==> src/rtl/sgts_pkg.sv <==
// Shared types and constants for the staggered-grid trilinear sampler.
// No dependencies.
package sgts_pkg;

    localparam int GRID_WORDS = 4096;
    localparam int GRID_AW    = $clog2(GRID_WORDS);
    localparam int MAX_DIM    = 30;

    // Fixed field widths
    localparam int VAL_W  = 32;
    localparam int POS_W  = 20;
    localparam int FRAC_W = 16;
    localparam int DIM_W  = 5;
    localparam int N_W    = 6;   // dim plus ghost border
    localparam int IDX_W  = 5;
    localparam int ADDR_W = 15;  // widest flat address before range check
    localparam int OFF_W  = 13;

    typedef enum logic [2:0] {
        REG_GRID_KIND = 3'd0,
        REG_DIM_X     = 3'd1,
        REG_DIM_Y     = 3'd2,
        REG_DIM_Z     = 3'd3,
        REG_CELL_LOG2 = 3'd4
    } cfg_reg_t;

    typedef enum logic [2:0] {
        KIND_CELL   = 3'd0,
        KIND_FACE_X = 3'd1,
        KIND_FACE_Y = 3'd2,
        KIND_FACE_Z = 3'd3,
        KIND_LEVEL  = 3'd4
    } grid_kind_t;

    localparam logic OP_WRITE  = 1'b0;
    localparam logic OP_SAMPLE = 1'b1;

    // Clamp a configured dimension into 1..MAX_DIM
    function automatic logic [DIM_W-1:0] fix_dim(input logic [DIM_W-1:0] d);
        logic [DIM_W-1:0] r;
        r = d;
        if (d == '0)
            r = DIM_W'(1);
        else if (d > DIM_W'(MAX_DIM))
            r = DIM_W'(MAX_DIM);
        return r;
    endfunction

endpackage

==> src/rtl/sgts_axis.sv <==
// Per-axis offset, clamp, index/fraction split and neighbor clamp.
// One register stage. Depends on sgts_pkg.
module sgts_axis (
    input  logic                                clk,
    input  logic signed [sgts_pkg::POS_W-1:0]   pos,
    input  logic signed [sgts_pkg::OFF_W-1:0]   off,
    input  logic [sgts_pkg::N_W-1:0]            n,
    input  logic [3:0]                          shift,
    output logic [sgts_pkg::IDX_W-1:0]          i0_reg,
    output logic [sgts_pkg::IDX_W-1:0]          i1_reg,
    output logic [sgts_pkg::FRAC_W-1:0]         frac_reg
);
    import sgts_pkg::*;

    logic signed [POS_W:0] p_raw;
    logic [17:0]           maxp;
    logic [17:0]           p_cl;
    logic [17:0]           low_bits;
    logic [N_W-1:0]        idx;
    logic [N_W-1:0]        idx_p1;
    logic [N_W-1:0]        nm1;
    logic [33:0]           frac_wide;

    // Offset point and clamp to [0, n cells]
    always_comb
    begin
        p_raw = (POS_W+1)'(pos) + (POS_W+1)'(off);
        maxp  = 18'(n) << shift;
        if (p_raw < 0)
            p_cl = '0;
        else if (p_raw > $signed({3'b000, maxp}))
            p_cl = maxp;
        else
            p_cl = p_raw[17:0];
        idx       = N_W'(p_cl >> shift);
        idx_p1    = idx + N_W'(1);
        nm1       = n - N_W'(1);
        low_bits  = p_cl & ((18'd1 << shift) - 18'd1);
        frac_wide = (34'(low_bits) << FRAC_W) >> shift;
    end

    always_ff @(posedge clk)
    begin
        i0_reg   <= (idx > nm1) ? nm1[IDX_W-1:0] : idx[IDX_W-1:0];
        i1_reg   <= (idx_p1 > nm1) ? nm1[IDX_W-1:0] : idx_p1[IDX_W-1:0];
        frac_reg <= frac_wide[FRAC_W-1:0];
    end

endmodule

==> config.mk <==
export PLATFORM = sky130hd
export DESIGN_NAME = sgts_axis
export DESIGN_NICKNAME = d
export VERILOG_FILES = /design/src/rtl/sgts_pkg.sv /design/src/rtl/sgts_axis.sv
export SDC_FILE = /design/constraint.sdc
export NUM_CORES = 1
export LEC_CHECK = 0
export ABC_AREA = 1
export BUFFER_PORTS_ARGS = -buffer_cell sky130_fd_sc_hd__buf_2
export CAP_MARGIN = 25
export CORE_MARGIN = 4
export CORE_UTILIZATION = 60
export CTS_CLUSTER_SIZE = 20
export DETAILED_ROUTE_END_ITERATION = 10
export HOLD_SLACK_MARGIN = 0.08
export PLACE_DENSITY = 0.87
export SYNTH_ARGS = -nofsm -noshare
export SYNTH_HDL_FRONTEND = slang
export SYNTH_SLANG_ARGS = --single-unit
==> constraint.sdc <==
create_clock -name clk -period 6 [get_ports clk]
set_clock_uncertainty 0.15 [all_clocks]
set_input_delay 0.3 -clock clk [delete_from_list [all_inputs] [get_ports clk]]
set_output_delay 0.3 -clock clk [all_outputs]
set_load 0.01 [all_outputs]
# Word level (Yosys, flattened, before mapping)

Cells that the tools add are included.

Magnitude comparators: 4
Shift operators: 4
Multiplexer cells: 4
Add/sub/neg operators: 4
Bitwise gates (word level): 1

Operators by type and width:

| operator              | number |
|---|---|
| $mux 18               | 2 |
| $shr 34x4->16         | 1 |
| $add 20x13->21        | 1 |
| $gt 21x19->1          | 1 |
| $lt 21x1->1 const B   | 1 |
| $and 18x18->18        | 1 |
| $shl 1x4->18 const A  | 1 |
| $shl 6x4->18          | 1 |
| $shr 18x4->6          | 1 |
| $sub 18x1->18 const B | 1 |
| $gt 6x6->1            | 2 |
| $mux 5                | 2 |
| $add 6x1->6 const B   | 1 |
| $sub 6x1->6 const B   | 1 |

Word-level logic and storage cells: 20
Output and inout port bits: 26
Register bits after elaboration: 26

# Longest topological paths before layout

Depth in word-level cells: 8
Mapped depth: 43

# Worst setup path before layout

No wires, ideal clock.

Path type: input to register
Start: input pos[0] (netlist bit)
End: register i1_reg[4] (netlist bit)
Cell stages on the path: 37
Library setup time: 0.058 ns
Slack: 0.720 ns
Buffers on the path: 1
Arrival: 5.072 ns
Cells stage by stage: ha_1 inv_1 fa_1 inv_1 nand2_1 a21oi_2 nand2_2 nand3_2 a31o_2 xor2_1 inv_1 ha_1 a21oi_1 o21ai_0 nand4_1 nand3_1 nor2_2 nand2_4 buf_2 nand3_1 nand3_2 nand2_2 nand3_2 nand3_1 nand2_2 nor2_4 ha_1 nand4_1 and2_1 ha_1 nand2_1 nor2_1 o21ai_0 o211ai_1 nand2_1 or2_2 nand2_1

Longest elaborated chain between the ends: 8
Elaborated cells on any way between the ends: 9

Ends and longest elaborated chain:

| item                   | RTL line        | RTL |
|---|---|---|
| start: declaration     | sgts_axis.sv:5  | `input logic signed [sgts_pkg::POS_W-1:0] pos,` |
| $add 20x13->21 *       | sgts_axis.sv:27 | `p_raw = (POS_W+1)'(pos) + (POS_W+1)'(off);` |
| $gt 21x19->1           | sgts_axis.sv:31 | `else if (p_raw > $signed({3'b000, maxp}))` |
| $mux 18                | sgts_axis.sv:31 |  |
| $mux 18 *              | sgts_axis.sv:29 | `if (p_raw < 0)` |
| $shr 18x4->6 *         | sgts_axis.sv:35 | `idx = N_W'(p_cl >> shift);` |
| $add 6x1->6 *          | sgts_axis.sv:36 | `idx_p1 = idx + N_W'(1);` |
| $gt 6x6->1             | sgts_axis.sv:45 | `i1_reg <= (idx_p1 > nm1) ? nm1[IDX_W-1:0] : idx_p1[IDX_W-1:0];` |
| $mux 5 *               | sgts_axis.sv:45 |  |
| end signal: assignment | sgts_axis.sv:45 |  |
| end: declaration       | sgts_axis.sv:10 | `output logic [sgts_pkg::IDX_W-1:0] i1_reg,` |

Every way passes the cells marked *; elsewhere a longest branch is shown, timed or not.

# Worst setup path in the final report

Start: input off[8] (netlist bit)
End: register i1_reg[3] (netlist bit)

Longest elaborated chain between the ends: 8
Elaborated cells on any way between the ends: 9

Ends and longest elaborated chain:

| item               | RTL line        | RTL |
|---|---|---|
| start: declaration | sgts_axis.sv:6  | `input logic signed [sgts_pkg::OFF_W-1:0] off,` |
| $add 20x13->21 *   | sgts_axis.sv:27 |  |
| $gt 21x19->1       | sgts_axis.sv:31 |  |
| $mux 18            | sgts_axis.sv:31 |  |
| $mux 18 *          | sgts_axis.sv:29 |  |
| $shr 18x4->6 *     | sgts_axis.sv:35 |  |
| $add 6x1->6 *      | sgts_axis.sv:36 |  |
| $gt 6x6->1         | sgts_axis.sv:45 |  |
| $mux 5 *           | sgts_axis.sv:45 |  |

Marked as above.

==> run_results.csv <==
group,metric,value,unit
run_status,outcome,"completed",
synth,ys_warn_count,0,
synth,synthesis.area,4830,µm²
cells_and_area,area_growth,12.9,%
min_path,hold_depth,2,
routing,antenna_left,0,
min_path,whs_endpoint,"i0_reg[0]",
global_route,grt-ovfl-total,0,
setup_path,critPathKind,"in2reg",
setup_path,cp-start-kind,"input port",
setup_path,crit_fanout,18,
sta,fmax,176,MHz
floorplanning,die-area,9560,µm²
synth,synth-main-ff-cell,"dfxtp_1",
synth,synth_seq_area_share,10.4,%
min_path,min-delay-path-class,"in2reg",
min_path,min_from,"n[0]",
sta,slew_headroom,55.2,%
synth,ys_types,49,
routing,top_layer_used,"met5",
cells_and_area,largest_reg_flops,15,
sta,fin_ws,0.327,ns
floorplanning,die_x,97.8,µm
cells_and_area,fin_nets,1007,
sta,finalMaxSlewViolations,0,
synth,synthCells,840,
synth,synth_edf_count,0,
routing,wl_met2,7.17,mm
power,cellLeakagePower,2.92,nW
placed_design,io_buffers,68,
setup_path,cp.required,6.08,ns
setup_path,critical-path-slowest-cell,"ha_1",
floorplanning,pin_count,70,
clock_network,clkSinkCount,25,
clock_network,cts.clk_slew.worst_paths,0.09,ns
routing,drt_iter0_drc,640,
sta,hold_violations,0,
cells_and_area,fin_util,70.3,%
power,ir_drop,0.145,mV
routing,wl_per_cell,15.6,µm
placed_design,gp_congestion,1.04,
global_route,grt_max_degree,35,
setup_path,cpPeakStageDelay,0.37,ns
clock_network,htreeDepth,1,
routing,viasPerCell,5.97,
synth,synth.top_cell.area_share,19.0,%
routing,dr.pass1.iters,5,
setup_path,cp_common_cell,"nand2_1",
placed_design,dp_hpwl,12.7,mm
routing,wl_met3,1.50,mm
sta,finalSetupViolCount,0,
floorplanning,die_y,97.8,µm
synth,syn_nets,936,
synth,avgSynthCellArea,5.76,µm²
global_route,gr-usage-all-layers,31.3,%
clock_network,cts_buffer_depth,2,
clock_network,cts_tree,"built",
routing,drc,0,
sta,min_period,5.67,ns
cells_and_area,drive_above_1_share,18.9,%
placed_design,place_ws,-0.141,ns
global_route,antenna_found_initial,1,
routing,drt-total-wl,15.8,mm
clock_network,cts-buffers-inserted,3,
floorplanning,start_util,62.2,%
floorplanning,rows,32,
setup_path,arrival,5.75,ns
synth,synth_top_cell_by_area,"nand2_1",
sta,setup_tns,0,ns
global_route,grt_pass1_wl,25.2,mm
sta,hold_ws,0.213,ns
sta,tightestPinTransition,0.669,ns
clock_network,cts_root_buf,"clkbuf_8",
global_route,grt_pass1_vias,5690,
cells_and_area,n_antenna_cell,0,
routing,num_vias,6044,
power,p_per_area,200,nW/µm²
setup_path,end_kind,"register",
run,maxCapViolations,0,
routing,met1_length,6.53,mm
synth,async_flop_share,0,%
synth,ys_seq_elements,25,
synth,synth_area_leaders,"nand2_1, ha_1, nand3_1, dfxtp_1, inv_1",
sta,timing.final.crit_share,94.5,%
floorplanning,core,7770,µm²
==> report_power, final <==
group / total (W) / switching, W / internal, W
Clock: 0.000109 / 0.0000615 / 0.0000473
Sequential: 0.000213 / 0.00000926 / 0.000203
Combinational: 0.000770 / 0.000495 / 0.000275
Total: 0.00109 / 0.000565 / 0.000526
==> metal layers <==
layer	global-route usage [%]	vias to the layer above
met5	0	-
met4	12.4	2
met3	5.29	61
met2	51.1	323
met1	41.1	2723
li1	-	2935
==> cells by family (layout without fill, tap and decap cells) <==
family / Yosys count / count (layout) / synth area share [%]
and+or+nand+nor: 495 / 496 / 46.9
buffers and inverters: 127 / 196 / 10.7
AOI/OAI and AO/OA: 121 / 121 / 14.9
adders and majority gates: 52 / 52 / 13.6
DFF: 25 / 25 / 10.4
xor gates and xnor gates: 19 / 19 / 3.44
other: 1 / 1 / 0.0776
==> timing repair <==
item / in CTS / in global routing
resized for setup: 0 / 13
endpoints found under the setup margin: 0 / 5
setup buffers: 0 / 5
endpoints found under the hold margin: 0 / 0
hold buffers: 0 / 0
==> placed cells by master, fill, tap and decap left out, types with 17 or more instances in the layout <==
cell type	n
dfxtp_1	25
buf_2	68
nand4_1	17
nand2_1	244
nor2_1	59
buf_4	25
nand2_2	20
inv_1	84
o21ai_0	43
nand3_1	114
a21oi_1	26
ha_1	50
==> through the flow <==
stage          area, µm²  power [W]  std cells
6_report            5460    0.00109       1012
5_1_grt             5460    0.00119       1012
4_1_cts             5360    0.00105       1006
3_5_place_dp        5310   0.000943       1002
3_3_place_gp        5310   0.000920       1002
2_1_floorplan       4830   0.000747        840
==> cell usage after synthesis, types with 5 or more instances <==
master	number
buf_4	5
buf_1	5
nand3_2	10
nand4_1	17
clkbuf_1	7
ha_1	51
o21ai_1	10
xor2_1	12
nand3_1	115
inv_1	85
o22ai_1	8
a21oi_1	27
inv_2	13
nand2_1	245
buf_2	11
nand2_2	18
xnor2_1	7
dfxtp_1	25
o21bai_1	5
o21ai_0	44
nor2_1	59
nor3_1	6
==> area by class of cell <==
class                      count  area (µm²)
fill                         700        2310
timing repair buffer          94         539
sequential                    25         500
multi-input combinational    689        3870
clock buffer                   3        41.3
inverter                      98         368
tap                          102         128
clock inverter                 1        7.51
==> worst max-delay path: cells and delay by family <==
kind | cells | cell delay (ns)
compound gates | 6 | 0.92
xor+xnor | 1 | 0.18
fa+ha+maj | 4 | 1.13
buf+inv | 5 | 0.49
simple gates | 23 | 2.69
==> how the worst max path moves through the flow <==
stage,start,end
finish,off[8],i1_reg[3]
global route,pos[4],i1_reg[4]
CTS,pos[0],i1_reg[3]
detailed placement,pos[0],i1_reg[3]
global placement,pos[0],i1_reg[3]
floorplan,pos[0],i1_reg[4]
Power figures use the tool's default switching activity.
