[config.mk]
export PLATFORM = sky130hd
export DESIGN_NAME = sgts_lerp
export DESIGN_NICKNAME = d
export VERILOG_FILES = /design/src/rtl/sgts_pkg.sv /design/src/rtl/sgts_lerp.sv
export SDC_FILE = /design/constraint.sdc
export NUM_CORES = 1
export LEC_CHECK = 0
export BUFFER_PORTS_ARGS = -buffer_cell sky130_fd_sc_hd__buf_4
export CAP_MARGIN = 10
export CORE_MARGIN = 3
export CORE_UTILIZATION = 60
export DETAILED_ROUTE_END_ITERATION = 10
export HOLD_SLACK_MARGIN = 0.03
export PLACE_DENSITY = 0.78
export REMOVE_ABC_BUFFERS = 1
export SLEW_MARGIN = 20
export SYNTH_ARGS = -nofsm -noshare
export SYNTH_HDL_FRONTEND = slang
export SYNTH_SLANG_ARGS = --single-unit
[constraint.sdc]
create_clock -name clk -period 20.4 [get_ports clk]
set_clock_uncertainty 0.2 [all_clocks]
set_input_delay 1.02 -clock clk [delete_from_list [all_inputs] [get_ports clk]]
set_output_delay 1.02 -clock clk [all_outputs]
set_load 0.02 [all_outputs]
[src/rtl/sgts_pkg.sv]
// Shared types and constants for the staggered-grid trilinear sampler.
// No dependencies.
package sgts_pkg;

    localparam int GRID_WORDS = 4096;
    localparam int GRID_AW    = $clog2(GRID_WORDS);
    localparam int MAX_DIM    = 30;

    // Fixed field widths
    localparam int VAL_W  = 32;
    localparam int POS_W  = 20;
    localparam int FRAC_W = 16;
    localparam int DIM_W  = 5;
    localparam int N_W    = 6;   // dim plus ghost border
    localparam int IDX_W  = 5;
    localparam int ADDR_W = 15;  // widest flat address before range check
    localparam int OFF_W  = 13;

    typedef enum logic [2:0] {
        REG_GRID_KIND = 3'd0,
        REG_DIM_X     = 3'd1,
        REG_DIM_Y     = 3'd2,
        REG_DIM_Z     = 3'd3,
        REG_CELL_LOG2 = 3'd4
    } cfg_reg_t;

    typedef enum logic [2:0] {
        KIND_CELL   = 3'd0,
        KIND_FACE_X = 3'd1,
        KIND_FACE_Y = 3'd2,
        KIND_FACE_Z = 3'd3,
        KIND_LEVEL  = 3'd4
    } grid_kind_t;

    localparam logic OP_WRITE  = 1'b0;
    localparam logic OP_SAMPLE = 1'b1;

    // Clamp a configured dimension into 1..MAX_DIM
    function automatic logic [DIM_W-1:0] fix_dim(input logic [DIM_W-1:0] d);
        logic [DIM_W-1:0] r;
        r = d;
        if (d == '0)
            r = DIM_W'(1);
        else if (d > DIM_W'(MAX_DIM))
            r = DIM_W'(MAX_DIM);
        return r;
    endfunction

endpackage

[src/rtl/sgts_lerp.sv]
// Two-stage linear blend a + floor((b - a) * f / 2^16).
// Depends on sgts_pkg.
module sgts_lerp (
    input  logic                                clk,
    input  logic signed [sgts_pkg::VAL_W-1:0]   a,
    input  logic signed [sgts_pkg::VAL_W-1:0]   b,
    input  logic [sgts_pkg::FRAC_W-1:0]         f,
    output logic signed [sgts_pkg::VAL_W-1:0]   r_reg
);
    import sgts_pkg::*;

    localparam int PROD_W = VAL_W + 1 + FRAC_W + 1;

    logic signed [VAL_W:0]    diff;
    logic signed [PROD_W-1:0] prod_next;
    logic signed [PROD_W-1:0] prod_reg;
    logic signed [VAL_W-1:0]  a_reg;
    logic signed [PROD_W-1:0] delta;

    // Stage 1: difference times fraction
    always_comb
    begin
        diff      = (VAL_W+1)'(b) - (VAL_W+1)'(a);
        prod_next = PROD_W'(diff) * $signed({1'b0, f});
    end

    always_ff @(posedge clk)
    begin
        prod_reg <= prod_next;
        a_reg    <= a;
    end

    // Stage 2: floor shift and add; result stays between a and b
    assign delta = prod_reg >>> FRAC_W;

    always_ff @(posedge clk)
    begin
        r_reg <= a_reg + delta[VAL_W-1:0];
    end

endmodule

## Word-level counts from Yosys, hierarchy flattened

Index checks and enable logic that the tools add are counted.

| operators by class | value |
|---|---|
| add/sub/neg operators | 2 |
| $mul | 1 |

Operators by type and width:

| operator | count |
|---|---|
| multiplier 33 x 17 -> 48 bit | 1 |
| subtractor 32 x 32 -> 33 bit | 1 |
| adder 32 bit | 1 |

| word-level totals | value |
|---|---|
| flip-flop bits (word level) | 112 |
| bits of input ports | 81 |
| logic and storage cells | 6 |

## Depth between registers and ports, before layout

Gate-level depths: netlist (run 1).

| logic depth | value |
|---|---|
| depth in word-level cells | 2 |
| depth in mapped cells | 35 |
| gate-level depth less buffers | 34 |

## Worst setup path after synthesis (run 1)

Ideal clock, no wire load.

| timing path | value |
|---|---|
| kind | input to register |
| start | input port a[2] (netlist name) |
| end | register prod_reg[42] |
| library setup time | 59 ps |
| data arrival time | 8655 ps |
| data required time | 20141 ps |
| path slack | 11486 ps |
| stages on the path | 31 |
| cell sequence | inv_1 > ha_1 > nor2b_1 > o31a_1 > o2111a_1 > a211oi_2 > a21oi_2 > a21o_1 > a21oi_1 > xnor2_1 > buf_2 > nand2_1 > fa_1 > fa_1 > fa_1 > inv_1 > fa_1 > fa_1 > inv_1 > fa_1 > inv_1 > ha_1 > a211o_1 > a21oi_2 > nand2_1 > or3_1 > a211o_1 > a311o_1 > a2111oi_2 > a41oi_1 > nand2_1 |

| on the way | value |
|---|---|
| cells in the longest elaborated chain, start to end | 2 |

RTL lines:

| what | line | RTL |
|---|---|---|
| start, declared | sgts_lerp.sv:5 | `input logic signed [sgts_pkg::VAL_W-1:0] a,` |
| subtractor 32 x 32 -> 33 bit | sgts_lerp.sv:23 | `diff = (VAL_W+1)'(b) - (VAL_W+1)'(a);` |
| multiplier 33 x 17 -> 48 bit | sgts_lerp.sv:24 | `prod_next = PROD_W'(diff) * $signed({1'b0, f});` |
| net prod_next[42] | sgts_lerp.sv:15 | `logic signed [PROD_W-1:0] prod_next;` |
| end signal, assigned | sgts_lerp.sv:29 | `prod_reg <= prod_next;` |
| end, declared | sgts_lerp.sv:16 | `logic signed [PROD_W-1:0] prod_reg;` |

The timed path passes the listed nets, and every way through them passes these cells.

## Worst setup path in the final report (run 1)

| timing path | value |
|---|---|
| start | input port a[0] (netlist name) |
| end | register prod_reg[46] |

Same word-level chain as after synthesis.

==> run_results.csv, run 1 <==
group,metric,value,unit
synth,synth_most_common_cell,"inv_1",
critical_path,start_kind,"primary input",
final_layout,regArea,1922,um^2
floorplanning,die_h,204.4,um
cts,clk_latency,350,ps
routing,vias_per_cell,5.654,
sta,tightest_slew,1090,ps
grt,antenna_found_initial,0,
routing,post_drt_wl_per_cell,18.45,um
floorplanning,fp.dieW,204.4,um
routing,antenna_left,0,
synth,synthTopCellsByCount,"inv_1 (618), fa_1 (491), nand2_1 (328)",
routing,dr.pass1.iters,7,
final_layout,drive_gt1_frac,0.06679,
critical_path,crit_top_cell,"fa_1",
sta,hold_viol,0,
synth,avgSynthCellArea,8.725,um^2
cts,cts_buffer_depth,2,
floorplanning,die_area,41800,um^2
sta,grt_setup_unrepaired,"false",
synth,ys.flop_type,"dfxtp_1",
routing,drc_errors,0,
cts,clk_pin_slew,70,ps
grt,grt_pass1_vias,20270,
status,outcome,"finished, final reports clean",
sta,setup-tns-final,0,ps
sta,slew_viol_final,0,
final_layout,area_delta_synth_final,6.879,%
cts,hold_buffers,0,
synth,ys_seq_area_frac,0.08134,
floorplanning,placement_rows,72,
critical_path,crit_slowest_cell,"xnor2_2",
floorplanning,io_pins,113,
routing,wirelength,60110,um
grt,grt_pass1_wl,98680,um
sta,fin_crit_sh,0.4846,
critical_path,crit_required,20480,ps
floorplanning,core_area,38740,um^2
cts,ctsResizeCount,0,
synth,synth_cells,2708,
cts,root_buffer,"clkbuf_16",
critical_path,cp.arrival,9970,ps
grt,grt_use_total,0.2974,
synth,synth_edf_count,0,
synth,synth_area_leaders,"fa_1 (42%), inv_1 (9.8%), ha_1 (9.3%), dfxtp_1 (8.1%), and2_1 (5.9%)",
placement,dpl.hpwl,46900,um
floorplanning,start_util,0.6099,
synth,synth_area_leader_cell,"fa_1",
synth,async_reset_ff_frac,0,
cts,cts_setup_buffers,0,
placement,portBuffers,112,
sta,setup_viol,0,
critical_path,critPathCaptureType,"flop",
final_layout,fillers,3104,
placement,gp_congestion,0.9289,
sta,slew_headroom,0.2697,
sta,timing.fmax,0.1012,GHz
synth,ys_seq_elements,96,
synth,synth_top_area_share,0.4160,
flow_run,timing.max_cap.violations,0,
cts,clock-sinks,96,
final_layout,multi_input_area,19070,um^2
critical_path,reg2reg_slack,16700,ps
critical_path,crit_fanout,16,
synth,ys_warn_count,0,
routing,num_vias,18420,
min_path,hp-class,"flop to flop",
sta,period_minus_slack,9885,ps
critical_path,max_stage_delay,760,ps
critical_path,critPathKind,"primary input to flop",
cts,numCtsBuffers,9,
final_layout,final_nets,3483,
synth,yosys.cell_types.count,73,
cts,h-tree-depth,3,
routing,first_iter_violations,1328,
grt,grt_start_max_net_pins,53,
cts,cts_tree,"yes",
final_layout,antenna_cells,0,
synth,synth_area,23630,um^2
grt,grt_overflow,0,
[placed cells by master, fill, tap and decap left out, types with 15 or more instances in the layout]
master	netlist	final
ha_1	175	175
nor3_1	16	16
nand2_1	328	328
and2_1	224	224
fa_1	491	491
xnor2_1	67	53
nor2b_1	62	62
and3_1	15	15
nand2b_1	26	26
buf_4	0	132
o21ai_0	61	61
a21o_1	28	28
nand3_1	51	51
inv_1	618	618
a21oi_1	86	86
xor2_1	24	21
dfxtp_1	96	96
o21a_1	26	26
nor2_1	65	65
[kinds of logic (layout without fill, tap and decap cells)]
kind of cell             Yosys count  in the layout  share of synthesized area
AO/OA/AOI/OAI                    306            306                    0.08637
adder cells (fa/ha/maj)          666            666                     0.5087
XOR/XNOR                          91             91                    0.03373
multiplexers                       1              1                  0.0004237
buffers and inverters            733            765                     0.1172
AND/OR/NAND/NOR                  815            815                     0.1722
flip-flops                        96             96                    0.08134
[area by class of cell]
class / instances / area share
Multi-Input combinational cell: 1879 / 0.7550
Inverter: 618 / 0.09186
Sequential cell: 96 / 0.07610
Timing Repair Buffer: 132 / 0.03924
Tap cell: 518 / 0.02567
Clock buffer: 11 / 0.01001
Clock inverter: 4 / 0.002081
[layer usage]
| layer | part of all wire | track usage | vias up |
|---|---|---|---|
| met5 | 0 | 0 | - |
| met4 | 0.044 | 0.1258 | 0 |
| met2 | 0.53 | 0.5490 | 712 |
| li1 | - | - | 8202 |
| met3 | 0.061 | 0.04316 | 197 |
| met1 | 0.37 | 0.3443 | 9311 |
[worst paths after layout]
path	startpoint	end	cells after the start
worst max-delay path	a[0]	prod_reg[46]	30
worst min-delay path	a_reg[0]	r_reg[0]	1
worst max register to register	a_reg[0]	r_reg[30]	11
worst min register to register	a_reg[0]	r_reg[0]	1
[critical path: cells and delay by family]
kind	cells	cell delay [ps]
buffers and inverters	4	250
xor gates and xnor gates	2	910
AOI/OAI and AO/OA	11	2830
and+or+nand+nor	4	910
adders and majority gates	9	4020
[stage by stage]
step                area, um^2  cells  worst slack [ps]    util  hold WS (ps)
floorplan                23180   2593             10870       -         220.0
global placement         24950   3243             10420  0.6440         237.5
detailed placement       24950   3243             10300  0.6440         239.0
CTS                      25250   3258             10630  0.6519         272.0
global route             25250   3258             10100  0.6519         279.5
finish                   25250   3258             10510  0.6519         272.9
Power of run 1 is left out: the tool's default activity adds up to more than one toggle a clock period on the data nets, which glitch-free logic cannot reach.
==> inputs of run 2 (changes only) <==
--- a/config.mk
+++ b/config.mk
@@ -5,13 +5,14 @@
 export SDC_FILE = /design/constraint.sdc
 export NUM_CORES = 1
 export LEC_CHECK = 0
+export ABC_AREA = 1
 export BUFFER_PORTS_ARGS = -buffer_cell sky130_fd_sc_hd__buf_4
 export CAP_MARGIN = 10
 export CORE_MARGIN = 3
-export CORE_UTILIZATION = 60
+export CORE_UTILIZATION = 59
 export DETAILED_ROUTE_END_ITERATION = 10
 export HOLD_SLACK_MARGIN = 0.03
-export PLACE_DENSITY = 0.78
+export PLACE_DENSITY = 0.8
 export REMOVE_ABC_BUFFERS = 1
 export SLEW_MARGIN = 20
 export SYNTH_ARGS = -nofsm -noshare
==> constraint.sdc (replaced) <==
create_clock -name clk -period 8.3 [get_ports clk]
set_clock_uncertainty 0.2 [all_clocks]
set_input_delay 0.415 -clock clk [delete_from_list [all_inputs] [get_ports clk]]
set_output_delay 0.415 -clock clk [all_outputs]
set_load 0.02 [all_outputs]
==> run_results.csv, run 2 <==
group,metric,value,unit
status,outcome,"finished, final reports clean",
sta,period_minus_slack,8079,ps
sta,hold_viol,0,
routing,wl_met2,38110,um
synth,synth_most_common_cell,"inv_1",
sta,slew_headroom,0.2445,
critical_path,critPathCaptureType,"flop",
synth,ys.flop_type,"dfxtp_1",
routing,antenna_left,0,
min_path,hp-class,"flop to flop",
sta,timing.hold.ws,282.1,ps
routing,drt-met1-wl,31820,um
final_layout,final_core_util,0.6688,
final_layout,fillers,3544,
final_layout,stdcell_area,27370,um^2
critical_path,crit_top_cell,"fa_1",
cts,root_buffer,"clkbuf_16",
routing,post_drt_wl_per_cell,22.00,um
cts,clk_pin_slew,70,ps
synth,synth_area_leader_cell,"fa_1",
critical_path,start_kind,"primary input",
sta,timing.fmax,0.1238,GHz
synth,synth_area_leaders,"fa_1 (40%), inv_1 (12%), ha_1 (8.9%), dfxtp_1 (7.8%), nand2_1 (7.6%)",
final_layout,regArea,1922,um^2
routing,top_layer,"met4",
critical_path,crit_slowest_cell,"fa_1",
routing,num_vias,22120,
critical_path,max_stage_delay,570,ps
routing,wirelength,85620,um
critical_path,crit_fanout,4,
synth,synth_edf_count,0,
floorplanning,start_util,0.5999,
cts,cts_tree,"yes",
synth,synth_area,24550,um^2
placement,place_ws,-86.96,ps
placement,dpl.hpwl,72860,um
floorplanning,io_pins,113,
routing,first_iter_violations,2243,
floorplanning,placement_rows,74,
final_layout,multi_input_area,19440,um^2
grt,antenna_found_initial,1,
synth,synth_cells,3165,
critical_path,cp.arrival,8120,ps
final_layout,layout_common_cells,"inv_1 (791), nand2_1 (495), fa_1 (487)",
floorplanning,die_h,210.0,um
final_layout,drive_gt1_frac,0.1006,
routing,met3WireLength,10070,um
grt,grt_overflow,0,
final_layout,antenna_cells,0,
synth,ys_seq_area_frac,0.07828,
grt,grt_use_total,0.3893,
placement,postPlaceCellArea,26470,um^2
routing,vias_per_cell,5.684,
sta,tightest_slew,1121,ps
sta,fin_crit_sh,0.9733,
critical_path,crit_required,8340,ps
sta,fin_ws,221.5,ps
final_layout,area_delta_synth_final,11.49,%
placement,portBuffers,112,
synth,synth_top_area_share,0.4004,
cts,numCtsBuffers,9,
synth,synthTopCellsByCount,"inv_1 (793), nand2_1 (500), fa_1 (491)",
grt,grt_pass1_wl,130100,um
synth,ys_warn_count,0,
cts,h-tree-depth,3,
floorplanning,core_area,40920,um^2
critical_path,critPathKind,"primary input to flop",
routing,drc_errors,0,
sta,slew_viol_final,0,
floorplanning,die_area,44090,um^2
synth,yosys.cell_types.count,55,
placement,gp_congestion,1.009,
grt,grt_pass1_vias,23570,
cts,cts_buffer_depth,2,
grt,grt_start_max_net_pins,32,
final_layout,final_nets,4102,
synth,avgSynthCellArea,7.757,um^2
cts,clock-sinks,96,
final_layout,final_common_cell,"inv_1",
sta,grt_setup_unrepaired,"true",
sta,setup_viol,0,
synth,async_reset_ff_frac,0,
cts,clk_latency,360,ps
floorplanning,fp.dieW,210.0,um
routing,dr.pass1.iters,6,
flow_run,timing.max_cap.violations,0,
synth,ys_seq_elements,96,
## run 2: changes by cell type in the layout (fill, tap and decap cells not counted), moves of 62 or more
cell,before,now
nor2_1,65,404
and2_1,224,0
inv_1,618,791
nand2_1,328,495
nand3_1,51,179
buf_4,132,214
nor2b_1,62,0
## run 2: logic make-up after synthesis
kind of cell / after synthesis / synth area share
AND/OR/NAND/NOR: 1199 / 0.2068
buffers and inverters: 877 / 0.1374
adder cells (fa/ha/maj): 666 / 0.4896
AO/OA/AOI/OAI: 258 / 0.06177
flip-flops: 96 / 0.07828
XOR/XNOR: 69 / 0.02615
## run 2: what timing repair did
| item | CTS | global route |
|---|---|---|
| hold buffers | 32 | 0 |
| gates resized for setup | 0 | 54 |
| endpoints found under the hold margin | 32 | 0 |
| buffers inserted | 0 | 7 |
| endpoints found under the setup margin | 0 | 25 |
## run 2: through the flow
step,TNS [ps],instances
final,0,3892
after global routing,-43.92,3892
after CTS,0,3885
after detailed placement,-86.96,3837
after global placement,0,3837
after floorplan,0,3095
## run 2: worst paths after layout
| kind | startpoint | to | slack [ps] | depth (start not counted) |
|---|---|---|---|---|
| max | a[14] | prod_reg[46] | 220 | 33 |
| min | prod_reg[16] | r_reg[0] | 280 | 1 |
| max reg2reg | prod_reg[36] | r_reg[25] | 5200 | 9 |
| min reg2reg | prod_reg[16] | r_reg[0] | 280 | 1 |
## run 2: final cells by class
type | count | share of cell area
Inverter | 807 | 0.1110
Sequential cell | 96 | 0.07021
Tap cell | 532 | 0.02432
Clock buffer | 10 | 0.008731
Clock inverter | 6 | 0.003291
Multi-Input combinational cell | 2192 | 0.7101
Timing Repair Buffer | 249 | 0.07227
## run 2: critical path: cells and delay by family
kind                     cells  cell delay, ps
AO/OA/AOI/OAI                7            1380
adder cells (fa/ha/maj)      8            3770
buffers and inverters        9            1290
AND/OR/NAND/NOR              8            1100
XOR/XNOR                     1             180
## run 2: routing by layer
layer,GRT usage,vias to the layer above
met1,0.4954,10650
li1,-,9766
met5,0,-
met2,0.6209,1390
met4,0.1963,0
met3,0.1021,316
Power of run 2 is left out for the same reason.
